File: config.mk
export PLATFORM = sky130hd
export DESIGN_NAME = incremental_pid_variable_integral
export DESIGN_NICKNAME = d
export VERILOG_FILES = /design/src/rtl/core/pidv_pkg.sv /design/src/rtl/core/pidv_div.sv /design/src/rtl/core/pidv_mul.sv /design/src/rtl/core/incremental_pid_variable_integral.sv
export SDC_FILE = /design/constraint.sdc
export NUM_CORES = 2
export LEC_CHECK = 0
export BUFFER_PORTS_ARGS = -buffer_cell sky130_fd_sc_hd__clkbuf_2
export CAP_MARGIN = 20
export CORE_MARGIN = 8
export CORE_UTILIZATION = 45
export DETAILED_ROUTE_END_ITERATION = 10
export SLEW_MARGIN = 20
export SYNTH_ARGS = -nofsm -noshare
export SYNTH_HDL_FRONTEND = slang
export SYNTH_SLANG_ARGS = --single-unit
File: constraint.sdc
create_clock -name clk -period 11.45 [get_ports clk]
set_clock_uncertainty 0.2 [all_clocks]
set_input_delay 2.8625 -clock clk [delete_from_list [all_inputs] [get_ports clk]]
set_output_delay 2.8625 -clock clk [all_outputs]
set_load 0.05 [all_outputs]
File: src/rtl/core/pidv_pkg.sv
// ----------------------------------------------------------------------------
// pidv_pkg
// Shared widths, register indexes, reset values and constants for the
// incremental pid regulator with variable-speed integration.
// ----------------------------------------------------------------------------
package pidv_pkg;

  // field and register widths
  localparam int LVL_W   = 16;  // voltage samples and setpoint, Q6.10
  localparam int GAIN_W  = 16;  // gains, unsigned Q8.8
  localparam int LIM_W   = 15;  // clamp limits, Q.10
  localparam int ERR_W   = 17;  // signed error
  localparam int D1_W    = 18;  // first difference of errors
  localparam int D2_W    = 19;  // second difference of errors
  localparam int MAG_W   = 16;  // |error|
  localparam int WT_W    = 16;  // integral weight, Q0.16
  localparam int WE_W    = 16;  // clamped weighted error, signed
  localparam int DRV_W   = 16;  // controller output, signed Q.10
  localparam int CFG_A_W = 3;

  // shared multiplier operand widths
  localparam int MUL_A_W = 18;
  localparam int MUL_B_W = 20;
  localparam int PROD_W  = MUL_A_W + MUL_B_W;
  localparam int SUM_W   = 36;  // Q.18 sum of the three increments

  // register indexes
  localparam logic [CFG_A_W-1:0] REG_TARGET = 3'd0;
  localparam logic [CFG_A_W-1:0] REG_PGAIN  = 3'd1;
  localparam logic [CFG_A_W-1:0] REG_IGAIN  = 3'd2;
  localparam logic [CFG_A_W-1:0] REG_DGAIN  = 3'd3;
  localparam logic [CFG_A_W-1:0] REG_ILIM   = 3'd4;
  localparam logic [CFG_A_W-1:0] REG_DLIM   = 3'd5;

  // register reset values
  localparam logic [LVL_W-1:0]  RST_TARGET = 16'd13312;
  localparam logic [GAIN_W-1:0] RST_PGAIN  = 16'd768;
  localparam logic [GAIN_W-1:0] RST_IGAIN  = 16'd26;
  localparam logic [GAIN_W-1:0] RST_DGAIN  = 16'd0;
  localparam logic [LIM_W-1:0]  RST_ILIM   = 15'd5120;
  localparam logic [LIM_W-1:0]  RST_DLIM   = 15'd20480;

  // weight divide: C = 5120 * 65536 / (5120 + |e|)
  localparam int DIVD_W    = 29;
  localparam int DVSR_W    = 17;
  localparam int QUO_W     = 17;  // quotient never reaches 2^17
  localparam int DIV_STEPS = QUO_W;
  localparam int DIV_CNT_W = $clog2(DIV_STEPS + 1);
  localparam logic [DIVD_W-1:0] DIV_DIVIDEND = 29'd335544320;
  localparam logic [DVSR_W-1:0] DIV_BASE     = 17'd5120;

  // divider status
  typedef struct packed {
    logic busy;
    logic done;
  } div_stat_t;

endpackage

File: src/rtl/core/pidv_div.sv
// ----------------------------------------------------------------------------
// pidv_div
// Restoring divider for the integral weight: a fixed dividend over a
// 17-bit divisor, one quotient bit per cycle.
// ----------------------------------------------------------------------------
module pidv_div (
  input  logic                            clk,
  input  logic                            rst_n,
  input  logic                            start,
  input  logic [pidv_pkg::DVSR_W-1:0]     divisor,
  output logic [pidv_pkg::QUO_W-1:0]      quotient,
  output pidv_pkg::div_stat_t             stat
);

  logic [pidv_pkg::DVSR_W-1:0]    rem_r, rem_nxt;
  logic [pidv_pkg::QUO_W-1:0]     low_r, low_nxt;
  logic [pidv_pkg::DVSR_W-1:0]    dvsr_r;
  logic [pidv_pkg::DIV_CNT_W-1:0] cnt_r;
  logic                           done_r;
  logic [pidv_pkg::DVSR_W:0]      trial;
  logic                           ge;

  // one trial subtract per cycle, quotient bits shift into the low word
  always_comb begin
    trial   = {rem_r, low_r[pidv_pkg::QUO_W-1]};
    ge      = (trial >= {1'b0, dvsr_r});
    rem_nxt = ge ? pidv_pkg::DVSR_W'(trial - {1'b0, dvsr_r})
                 : trial[pidv_pkg::DVSR_W-1:0];
    low_nxt = {low_r[pidv_pkg::QUO_W-2:0], ge};
  end

  // upper dividend bits preload the remainder
  always_ff @(posedge clk) begin
    if (start) begin
      rem_r  <= pidv_pkg::DVSR_W'(pidv_pkg::DIV_DIVIDEND[pidv_pkg::DIVD_W-1:pidv_pkg::QUO_W]);
      low_r  <= pidv_pkg::DIV_DIVIDEND[pidv_pkg::QUO_W-1:0];
      dvsr_r <= divisor;
    end else if (cnt_r != '0) begin
      rem_r <= rem_nxt;
      low_r <= low_nxt;
    end
  end

  // step counter and done pulse
  always_ff @(posedge clk) begin
    if (!rst_n) begin
      cnt_r  <= '0;
      done_r <= 1'b0;
    end else begin
      done_r <= (cnt_r == pidv_pkg::DIV_CNT_W'(1));
      if (start) begin
        cnt_r <= pidv_pkg::DIV_CNT_W'(pidv_pkg::DIV_STEPS);
      end else if (cnt_r != '0) begin
        cnt_r <= cnt_r - pidv_pkg::DIV_CNT_W'(1);
      end
    end
  end

  assign quotient  = low_r;
  assign stat.busy = (cnt_r != '0);
  assign stat.done = done_r;

endmodule

File: src/rtl/core/pidv_mul.sv
// ----------------------------------------------------------------------------
// pidv_mul
// Shared signed multiplier with a registered product, used for the weight
// product and for each of the three gain products in turn.
// ----------------------------------------------------------------------------
module pidv_mul (
  input  logic                                clk,
  input  logic signed [pidv_pkg::MUL_A_W-1:0] op_a,
  input  logic signed [pidv_pkg::MUL_B_W-1:0] op_b,
  output logic signed [pidv_pkg::PROD_W-1:0]  prod
);

  logic signed [pidv_pkg::PROD_W-1:0] prod_r;

  // product register
  always_ff @(posedge clk) begin
    prod_r <= pidv_pkg::PROD_W'(op_a) * pidv_pkg::PROD_W'(op_b);
  end

  assign prod = prod_r;

endmodule

File: src/rtl/core/incremental_pid_variable_integral.sv
// ----------------------------------------------------------------------------
// incremental_pid_variable_integral
// Incremental pid voltage regulator with variable-speed integration.
// ----------------------------------------------------------------------------
// Each word on the in_ channel is one measured voltage sample (unsigned
// Q6.10). The block forms the error against target_level, weights it by
// C = 1/(1 + |e|/5120) through a bit-serial divider, clamps the weighted
// error, adds the P, I and D increments to the running output, clamps that
// and sends it as one word on the out_ channel (signed Q.10).
// From accept to out_tvalid the work passes through the divider start,
// the divider steps and finish, four passes through one shared
// multiplier and the final add and clamp. One sample is in work at a time
// and a new word is not taken until the last one is through; in_tready
// is high only while idle.
// The result sits in an output register; the next sample may be accepted
// while it waits, but the next running-output update holds until the
// receiver takes the previous word.
// Reset (rst_n low, synchronous) restores all register defaults and clears
// the error history and the running output.
// Configuration writes via cfg_wr_en/cfg_addr/cfg_wr_data take effect at
// once; indexes above 5 are ignored.
// ----------------------------------------------------------------------------
module incremental_pid_variable_integral (
  input  logic                          clk,
  input  logic                          rst_n,
  // in_tdata: measured_level[15:0]
  input  logic                          in_tvalid,
  output logic                          in_tready,
  input  logic [15:0]                   in_tdata,
  // out_tdata: drive_value[15:0]
  output logic                          out_tvalid,
  input  logic                          out_tready,
  output logic [15:0]                   out_tdata,
  input  logic                          cfg_wr_en,
  input  logic [pidv_pkg::CFG_A_W-1:0]  cfg_addr,
  input  logic [15:0]                   cfg_wr_data
);

  // sequencer codes
  localparam logic [3:0] ST_IDLE = 4'd0;
  localparam logic [3:0] ST_DIVS = 4'd1;
  localparam logic [3:0] ST_DIV  = 4'd2;
  localparam logic [3:0] ST_MW   = 4'd3;
  localparam logic [3:0] ST_WF   = 4'd4;
  localparam logic [3:0] ST_MP   = 4'd5;
  localparam logic [3:0] ST_MI   = 4'd6;
  localparam logic [3:0] ST_MD   = 4'd7;
  localparam logic [3:0] ST_MS   = 4'd8;
  localparam logic [3:0] ST_UPD  = 4'd9;

  localparam int SHR_W = pidv_pkg::SUM_W - 8;
  localparam int UPD_W = SHR_W + 1;

  logic [3:0] state_r, state_nxt;

  // configuration registers
  logic [pidv_pkg::LVL_W-1:0]  target_r;
  logic [pidv_pkg::GAIN_W-1:0] pgain_r, igain_r, dgain_r;
  logic [pidv_pkg::LIM_W-1:0]  ilim_r, dlim_r;

  // loop state and working registers
  logic signed [pidv_pkg::ERR_W-1:0] err_now_r, err_prev_r, err_prev2_r;
  logic signed [pidv_pkg::DRV_W-1:0] drive_r;
  logic [pidv_pkg::MAG_W-1:0]        mag_r;
  logic                              neg_r;
  logic signed [pidv_pkg::D1_W-1:0]  d1_r;
  logic signed [pidv_pkg::D2_W-1:0]  d2_r;
  logic [pidv_pkg::WT_W-1:0]         wt_r;
  logic signed [pidv_pkg::WE_W-1:0]  we_r;
  logic signed [pidv_pkg::SUM_W-1:0] acc_r;
  logic                              out_valid_r;
  logic [15:0]                       out_data_r;

  logic                              in_acc;
  logic                              out_free;
  logic signed [pidv_pkg::ERR_W-1:0] err_in;
  logic signed [pidv_pkg::ERR_W-1:0] err_neg;

  logic                              div_start;
  logic [pidv_pkg::DVSR_W-1:0]       div_dvsr;
  logic [pidv_pkg::QUO_W-1:0]        div_quo;
  pidv_pkg::div_stat_t               div_stat;

  logic signed [pidv_pkg::MUL_A_W-1:0] mul_a;
  logic signed [pidv_pkg::MUL_B_W-1:0] mul_b;
  logic signed [pidv_pkg::PROD_W-1:0]  prod;

  logic [pidv_pkg::MAG_W:0]          wmag;
  logic [pidv_pkg::MAG_W:0]          wclip;
  logic signed [pidv_pkg::WE_W-1:0]  we_nxt;
  logic signed [UPD_W-1:0]           upd_sum;
  logic signed [UPD_W-1:0]           dlim_s;
  logic signed [pidv_pkg::DRV_W-1:0] drive_nxt;

  assign in_acc    = in_tvalid && in_tready;
  assign in_tready = (state_r == ST_IDLE);
  assign out_free  = !out_valid_r || out_tready;

  // error and its magnitude at accept
  assign err_in  = $signed({1'b0, target_r}) - $signed({1'b0, in_tdata});
  assign err_neg = -err_in;

  // configuration writes
  always_ff @(posedge clk) begin
    if (!rst_n) begin
      target_r <= pidv_pkg::RST_TARGET;
      pgain_r  <= pidv_pkg::RST_PGAIN;
      igain_r  <= pidv_pkg::RST_IGAIN;
      dgain_r  <= pidv_pkg::RST_DGAIN;
      ilim_r   <= pidv_pkg::RST_ILIM;
      dlim_r   <= pidv_pkg::RST_DLIM;
    end else if (cfg_wr_en) begin
      unique case (cfg_addr)
        pidv_pkg::REG_TARGET: target_r <= cfg_wr_data;
        pidv_pkg::REG_PGAIN:  pgain_r  <= cfg_wr_data;
        pidv_pkg::REG_IGAIN:  igain_r  <= cfg_wr_data;
        pidv_pkg::REG_DGAIN:  dgain_r  <= cfg_wr_data;
        pidv_pkg::REG_ILIM:   ilim_r   <= cfg_wr_data[pidv_pkg::LIM_W-1:0];
        pidv_pkg::REG_DLIM:   dlim_r   <= cfg_wr_data[pidv_pkg::LIM_W-1:0];
        default: ;
      endcase
    end
  end

  // weight divider
  assign div_start = (state_r == ST_DIVS);
  assign div_dvsr  = pidv_pkg::DIV_BASE + pidv_pkg::DVSR_W'(mag_r);

  pidv_div u_div (
    .clk      (clk),
    .rst_n    (rst_n),
    .start    (div_start),
    .divisor  (div_dvsr),
    .quotient (div_quo),
    .stat     (div_stat)
  );

  // operand select for the shared multiplier
  always_comb begin
    unique case (state_r)
      ST_MW: begin
        mul_a = $signed(pidv_pkg::MUL_A_W'(wt_r));
        mul_b = $signed(pidv_pkg::MUL_B_W'(mag_r));
      end
      ST_MP: begin
        mul_a = $signed(pidv_pkg::MUL_A_W'(pgain_r));
        mul_b = pidv_pkg::MUL_B_W'(d1_r);
      end
      ST_MI: begin
        mul_a = $signed(pidv_pkg::MUL_A_W'(igain_r));
        mul_b = pidv_pkg::MUL_B_W'(we_r);
      end
      ST_MD: begin
        mul_a = $signed(pidv_pkg::MUL_A_W'(dgain_r));
        mul_b = pidv_pkg::MUL_B_W'(d2_r);
      end
      default: begin
        mul_a = '0;
        mul_b = '0;
      end
    endcase
  end

  pidv_mul u_mul (
    .clk  (clk),
    .op_a (mul_a),
    .op_b (mul_b),
    .prod (prod)
  );

  // weighted error: magnitude clamp then sign
  always_comb begin
    wmag   = prod[pidv_pkg::MAG_W+16:16];
    wclip  = (wmag > (pidv_pkg::MAG_W+1)'(ilim_r)) ? (pidv_pkg::MAG_W+1)'(ilim_r) : wmag;
    we_nxt = neg_r ? -$signed(pidv_pkg::WE_W'(wclip)) : $signed(pidv_pkg::WE_W'(wclip));
  end

  // running output update: floor of the Q.18 sum, then clamp
  always_comb begin
    upd_sum = UPD_W'(drive_r) + UPD_W'($signed(acc_r[pidv_pkg::SUM_W-1:8]));
    dlim_s  = $signed(UPD_W'(dlim_r));
    priority if (upd_sum > dlim_s) begin
      drive_nxt = pidv_pkg::DRV_W'(dlim_s);
    end else if (upd_sum < -dlim_s) begin
      drive_nxt = pidv_pkg::DRV_W'(-dlim_s);
    end else begin
      drive_nxt = upd_sum[pidv_pkg::DRV_W-1:0];
    end
  end

  // sequencer
  always_comb begin
    state_nxt = state_r;
    unique case (state_r)
      ST_IDLE: if (in_acc) state_nxt = ST_DIVS;
      ST_DIVS: state_nxt = ST_DIV;
      ST_DIV:  if (div_stat.done) state_nxt = ST_MW;
      ST_MW:   state_nxt = ST_WF;
      ST_WF:   state_nxt = ST_MP;
      ST_MP:   state_nxt = ST_MI;
      ST_MI:   state_nxt = ST_MD;
      ST_MD:   state_nxt = ST_MS;
      ST_MS:   state_nxt = ST_UPD;
      ST_UPD:  if (out_free) state_nxt = ST_IDLE;
      default: state_nxt = ST_IDLE;
    endcase
  end

  // control state, error history and running output
  always_ff @(posedge clk) begin
    if (!rst_n) begin
      state_r     <= ST_IDLE;
      err_now_r   <= '0;
      err_prev_r  <= '0;
      err_prev2_r <= '0;
      drive_r     <= '0;
      out_valid_r <= 1'b0;
    end else begin
      state_r <= state_nxt;
      if (in_acc) begin
        err_prev2_r <= err_prev_r;
        err_prev_r  <= err_now_r;
        err_now_r   <= err_in;
      end
      // a new word replaces the taken one, otherwise the handshake clears it
      if (state_r == ST_UPD && out_free) begin
        drive_r     <= drive_nxt;
        out_valid_r <= 1'b1;
      end else if (out_tready) begin
        out_valid_r <= 1'b0;
      end
    end
  end

  // datapath registers
  always_ff @(posedge clk) begin
    if (in_acc) begin
      mag_r <= err_in[pidv_pkg::ERR_W-1] ? err_neg[pidv_pkg::MAG_W-1:0]
                                         : err_in[pidv_pkg::MAG_W-1:0];
      neg_r <= err_in[pidv_pkg::ERR_W-1];
    end
    if (state_r == ST_DIVS) begin
      d1_r <= pidv_pkg::D1_W'(err_now_r) - pidv_pkg::D1_W'(err_prev_r);
      d2_r <= pidv_pkg::D2_W'(err_now_r) - (pidv_pkg::D2_W'(err_prev_r) <<< 1)
              + pidv_pkg::D2_W'(err_prev2_r);
    end
    // zero error gives 1.0, which saturates to the largest Q0.16 code
    if (state_r == ST_DIV && div_stat.done) begin
      wt_r <= div_quo[pidv_pkg::QUO_W-1] ? '1 : div_quo[pidv_pkg::WT_W-1:0];
    end
    if (state_r == ST_WF) begin
      we_r <= we_nxt;
    end
    if (state_r == ST_MI) begin
      acc_r <= prod[pidv_pkg::SUM_W-1:0];
    end else if (state_r == ST_MD || state_r == ST_MS) begin
      acc_r <= acc_r + prod[pidv_pkg::SUM_W-1:0];
    end
    if (state_r == ST_UPD && out_free) begin
      out_data_r <= drive_nxt;
    end
  end

  assign out_tvalid = out_valid_r;
  assign out_tdata  = out_data_r;

  // checks
  a_done_in_div: assert property (@(posedge clk) disable iff (!rst_n)
    div_stat.done |-> state_r == ST_DIV)
    else $error("divider finished outside the divide phase");

  a_start_div: assert property (@(posedge clk) disable iff (!rst_n)
    state_r == ST_DIVS |=> div_stat.busy)
    else $error("divider did not start");

  a_out_from_upd: assert property (@(posedge clk) disable iff (!rst_n)
    $rose(out_valid_r) |-> $past(state_r) == ST_UPD)
    else $error("result word raised outside the update step");

  a_idle_ready: assert property (@(posedge clk) disable iff (!rst_n)
    in_tready |-> !div_stat.busy)
    else $error("ready while the divider is busy");

endmodule

Yosys cells after proc, flatten, opt, wreduce, memory -nomap -nowiden
Index checks and enable logic that the tools add are counted.
{"block": "op_classes", "n_addsub": 12, "multipliers": 1, "magnitude_cmp": 4, "n_eq_ne": 18, "mux": 18, "bitwise": 1, "n_reduce_logical": 20}
{"cell": "two-way mux 16 bit", "n": 5}
{"cell": "case mux 20 bit (4 select lines)", "n": 1}
{"cell": "two-way mux 36 bit", "n": 2}
{"cell": "case mux 16 bit (4 select lines)", "n": 1}
{"cell": "case mux 4 bit (10 select lines)", "n": 1}
{"cell": "adder 36 bit", "n": 1}
{"cell": "multiplier 17 x 20 -> 36 bit", "n": 1}
{"cell": "negation 16 bit", "n": 2}
{"cell": "adder 16 x 28 -> 29 bit", "n": 1}
{"cell": "greater-than comparator 29 x 16 -> 1 bit", "n": 1}
{"cell": "< comparator 29 bit", "n": 1}
{"cell": "negation 15 -> 29 bit", "n": 1}
{"cell": "adder 19 x 17 -> 19 bit", "n": 1}
{"cell": "subtractor 17 x 18 -> 19 bit", "n": 1}
{"cell": ">= comparator 18 x 17 -> 1 bit", "n": 1}
{"cell": "subtractor 17 x 17 -> 18 bit", "n": 1}
{"cell": "adder 13 x 16 -> 17 bit, first input constant", "n": 1}
{"cell": "greater-than comparator 17 x 15 -> 1 bit", "n": 1}
{"cell": "two-way mux 17 bit", "n": 1}
{"cell": "subtractor 16 x 16 -> 17 bit", "n": 1}
{"cell": "subtractor 17 bit", "n": 1}
{"cell": "equality test 4 x 3 -> 1 bit, second input constant", "n": 4}
{"cell": "two-way mux 4 bit", "n": 3}
{"cell": "AND reduction 2 bit", "n": 6}
{"cell": "other kinds (22)", "n": 34}
{"block": "word_totals", "reg_bits": 397, "elab_cells": 101}

Depth between registers and ports, before layout
{"block": "depth", "ltp_word": 4, "ltp_mapped": 32, "mapped_depth_nobuf": 29}

Cells and area by module
A second synthesis with hierarchy kept.
{"block": "unflattened", "hier_cells": 4307, "area_unflattened_um2": 37942.6}
{"module": "incremental_pid_variable_integral", "n_inst": 1, "cells_per_inst": 2409, "area_per_inst_um2": 20586.0, "seq_area_each_um2": 7467.2}
{"module": "pidv_mul", "n_inst": 1, "cells_per_inst": 1529, "area_per_inst_um2": 14101.0, "seq_area_each_um2": 760.7}
{"module": "pidv_div", "n_inst": 1, "cells_per_inst": 369, "area_per_inst_um2": 3255.6, "seq_area_each_um2": 1311.3}

Least setup slack after synthesis
Ideal clock, no wire load.
{"block": "synth_path", "kind": "flip-flop to flip-flop", "start": "reg state_r[2]", "end": "reg u_mul.prod_r (netlist bit u_mul.prod[35])", "t_arrival_ns": 7.506, "required_time_ns": 11.121, "path_slack_ns": 3.615, "path_stages_with_launch": 31, "path_buffers": 4, "synth_period_minus_slack_ns": 7.835, "cell_sequence": "dfxtp_1 > clkbuf_1 > nand2_1 > nor3_1 > clkbuf_1 > clkbuf_1 > a22oi_1 > nand2_1 > clkbuf_1 > nand2_1 > fa_1 > fa_1 > fa_1 > fa_1 > inv_1 > fa_1 > inv_1 > fa_1 > inv_1 > ha_1 > inv_1 > nor2_1 > a2111oi_0 > o41a_1 > nor2_1 > a221oi_1 > o2111ai_1 > nand2_1 > o22ai_1 > o41ai_1 > xnor2_1"}
{"block": "synth_via", "elab_chain_cells": 3}
{"element": "start: declaration", "line": "incremental_pid_variable_integral.sv:54", "text": "logic [3:0] state_r, state_nxt;"}
{"element": "start signal: assignment", "line": "incremental_pid_variable_integral.sv:219", "text": "state_r <= state_nxt;"}
{"element": "equality test 4 x 3 -> 1 bit / equality test 4 x 2 -> 1 bit (equally long branches)", "line": "incremental_pid_variable_integral.sv:140", "text": "unique case (state_r)"}
{"element": "case mux 16 bit (4 select lines) / case mux 20 bit (4 select lines) (equally long branches)", "line": "incremental_pid_variable_integral.sv:140"}
{"element": "multiplier 17 x 20 -> 36 bit *", "line": "pidv_mul.sv:17", "text": "prod_r <= pidv_pkg::PROD_W'(op_a) * pidv_pkg::PROD_W'(op_b);"}
{"element": "end signal: assignment", "line": "pidv_mul.sv:17"}
{"element": "end: declaration", "line": "pidv_mul.sv:13", "text": "logic signed [pidv_pkg::PROD_W-1:0] prod_r;"}
Every way passes the cells marked *; elsewhere a longest branch is shown, timed or not.
A chain may end at the register's enable or synchronous reset.

Final worst setup path
{"block": "layout_path", "start": "reg state_r[0]", "end": "reg u_mul.prod_r (netlist bit u_mul.prod[35])"}
The elaborated chain is that of the path after synthesis.

==> flow_metrics.py <==
metrics = {
    "pwr": {
        "ir_worst_vdd_mv": 0.1784,
        "pwr-share-seq_pct": 38.5,
        "power_switching_share_pct": 33.73,
        "clock_power_share_pct": 32.8,
        "power.combinational.fraction_pct": 28.7,
        "internal_dissipation_mw": 3.087,
        "power-per-cell-area_nw_per_um2": 121.4,
        "net-switching-power_mw": 1.571,
        "power.static_leakage_nw": 16.95,
    },
    "die": {
        "design.die.area_um2": 87980,
        "placement_rows": 103,
        "core_region_area_um2": 78480,
        "floorplan.die.width_um": 296.6,
        "floorplan.io_pins": 58,
        "start_util_pct": 45.15,
        "die-height_um": 296.6,
    },
    "clock_tree": {
        "clock_tree.buffer_depth": 3,
        "tritoncts_num_sinks": 397,
        "cts_htree_levels": 2,
        "cts_setup_buffers": 0,
        "number_of_cts_inserted_buffers": 47,
        "root_buffer": "clkbuf_16",
        "tritoncts_clock_tree": "built",
        "cts_hold_repair.buffers": 0,
        "clk_pin_slew_worst_paths_ps": 60,
        "cts_repair_resize_count": 0,
        "clk-insertion-delay-late_ps": 610,
    },
    "place": {
        "io_buffer_count": 57,
        "placed_cell_area_um2": 36780,
        "dp_hpwl_mm": 75.40,
        "gp_congestion": 0.9205,
    },
    "setup_path": {
        "cp_data_required_time_ps": 11690,
        "critical_path.startpoint_type": "register",
        "worst_path_max_delay_cell": "dfxtp_1",
        "critical_setup_path_class": "register to register",
        "cp_slowest_stage_delay_ps": 660,
        "rrSetupSlack_ps": 2880,
        "maximum_fanout_along_the_worst_path": 19,
        "timing.critical_path.from": "state_r[0]",
        "r2r-start": "state_r[0]",
        "critical_path_arrival_ps": 8820,
        "timing.critical_path.to_type": "register",
    },
    "timing": {
        "achievable-frequency_mhz": 116.6,
        "rsz0062_at_grt": "no",
        "fin_crit_ps": 8574,
        "timing.final.max_slew_violations": 0,
        "finalSetupViolations": 0,
        "slew_headroom_pct": 30.50,
        "hold_violations": 0,
        "final_min_period_over_clock_period_pct": 74.88,
        "setup_total_negative_slack_ps": 0,
        "worstMarginPinSlew_ps": 1043,
    },
    "global_routing": {
        "globalRoute.totalOverflow": 0,
        "gr-usage-all-layers_pct": 22.07,
        "grt_pass1_wl_mm": 154.0,
        "via_count_of_the_first_global_routing_pass": 27227,
        "largest_net_degree_at_the_start_of_global_routing": 106,
        "antenna_found_initial": 0,
    },
    "logic_synthesis": {
        "yosysWarningCount": 0,
        "main_flop_type_after_synthesis": "dfxtp_1",
        "synth_area_per_cell_um2": 8.613,
        "post_synth_top_cells": "667 x nand2_1, 608 x inv_1, 329 x fa_1",
        "syn-instance-count": 4114,
        "netlist-cell-type-count": 74,
        "syn-num-nets": 4770,
        "syn_area_um2": 35440,
        "yosys.area.top_type_share_pct": 18.59,
        "synthMostInstantiatedCell": "nand2_1",
        "async_reset_ff_share_pct": 0,
        "synth-seq-area-share_pct": 26.81,
        "synth-seq-cells": 397,
        "synth.largest_area_cell": "fa_1",
        "synth.area.top_cells": "fa_1 19%, dfxtp_1 14%, edfxtp_1 13%, ha_1 10%, nand2_1 7.1%",
        "synth_enable_flop_cells": 155,
    },
    "routing": {
        "detailed_route_vias_per_instance": 5.283,
        "routed_wire_per_std_cell_um": 18.52,
        "starting_drc_count_in_detailed_routing": 1950,
        "drt.antenna.violating_nets": 0,
        "routed_wirelength_mm": 96.05,
        "post_detailed_route_drc_marker_count": 0,
        "via_count": 27405,
        "detailedRoute.firstPassIterationCount": 8,
    },
    "layout": {
        "post-route-cell-area_um2": 38370,
        "finalNetCount": 4754,
        "drive_gt1_share_pct": 5.366,
        "num_antenna_cells": 0,
        "area.growth.synth_to_final_pct": 8.287,
    },
    "hold_path": {
        "holdCritStartpoint": "err_prev2_r[9]",
        "holdCritPathClass": "register to register",
    },
    "run": {
        "maxcap_violations": 0,
    },
    "status": {
        "result_of_the_run": "finished clean",
    },
}
## stage by stage
stage	utilization [%]	hold WS (ps)	setup WS (ps)	power, mW	std cells
3_3_place_gp	46.86	250.7	3143	3.141	5098
2_1_floorplan	-	227.3	3615	2.799	4114
4_1_cts	48.88	265.4	2938	4.695	5186
6_report	48.89	264.5	2876	4.658	5187
5_1_grt	48.89	282.8	2295	4.944	5187
3_5_place_dp	46.86	256.3	3015	3.150	5098
## flip-flops by register name, summed over array words and instances, names as in the netlist, 4 cells and up
register	count
target_r	16
dgain_r	16
drive_r	16
we_r	16
d2_r	19
pgain_r	16
acc_r	36
ilim_r	15
out_tdata	16
wt_r	16
u_div.quotient	17
u_div.rem_r	17
u_div.dvsr_r	17
err_prev_r	17
mag_r	16
dlim_r	15
state_r	4
err_prev2_r	17
u_mul.prod	36
err_now_r	17
d1_r	18
u_div.cnt_r	5
igain_r	16
## layout by cell type (no fill, tap or decap), types with 34 or more instances in the layout
cell type	count
nand2_1	666
inv_1	607
fa_1	329
nor2_1	314
ha_1	287
dfxtp_1	242
a21oi_1	192
edfxtp_1	155
a21boi_0	144
o21ai_0	135
xnor2_1	132
a21o_1	67
nand3_1	62
clkbuf_2	56
a22oi_1	54
nor3_1	49
clkbuf_16	49
xor2_1	48
nor2b_1	34
## cell type report
type,count,area [um^2]
fillers,7541,40110
multi-input cells,2957,23180
flip-flops and latches,397,9499
inverters,609,2286
clock buffers,66,1350
well taps,1050,1314
repair buffers,86,505.5
clock inverters,22,232.7
## power by group through the flow
stage / Combinational, mW / Sequential, mW / Clock, mW
after CTS: 1.34 / 1.79 / 1.56
after floorplan: 1.03 / 1.77 / 0
after global placement: 1.32 / 1.82 / 0
after global routing: 1.52 / 1.81 / 1.62
final: 1.34 / 1.79 / 1.53
after detailed placement: 1.33 / 1.82 / 0
## worst paths after layout
kind                         end  cells after the start
setup / recovery  u_mul.prod[35]                     29
hold / removal    err_prev2_r[9]                      2
setup reg to reg  u_mul.prod[35]                     29
hold reg to reg   err_prev2_r[9]                      2
## critical path, delay by kind of cell, from the launching register on
kind,cells,cell delay [ps]
compound gates,9,1830
flops,1,660
fa+ha+maj,7,3360
simple gates,5,1560
buf+inv,7,670
xor+xnor,1,120
## metal layers
metal	share of wire, %	vias up	track usage [%]	wire length (um)
li1	-	13493	-	-
met1	47	13087	30.82	44960
met2	45	685	35.90	43550
met3	4.8	140	2.663	4617
met4	3.0	0	6.483	2923
met5	0	-	0	0
## cells by family (layout without fill, tap and decap cells)
| family | Yosys count | after routing | share of synthesized area (%) |
|---|---|---|---|
| adders and majority gates | 616 | 616 | 28.72 |
| xor gates and xnor gates | 180 | 180 | 4.449 |
| AOI/OAI and AO/OA | 791 | 791 | 14.65 |
| muxes | 26 | 26 | 0.7592 |
| and+or+nand+nor | 1344 | 1344 | 16.55 |
| DFF | 397 | 397 | 26.81 |
| buffers and inverters | 760 | 783 | 8.061 |
Power figures use the tool's default switching activity.
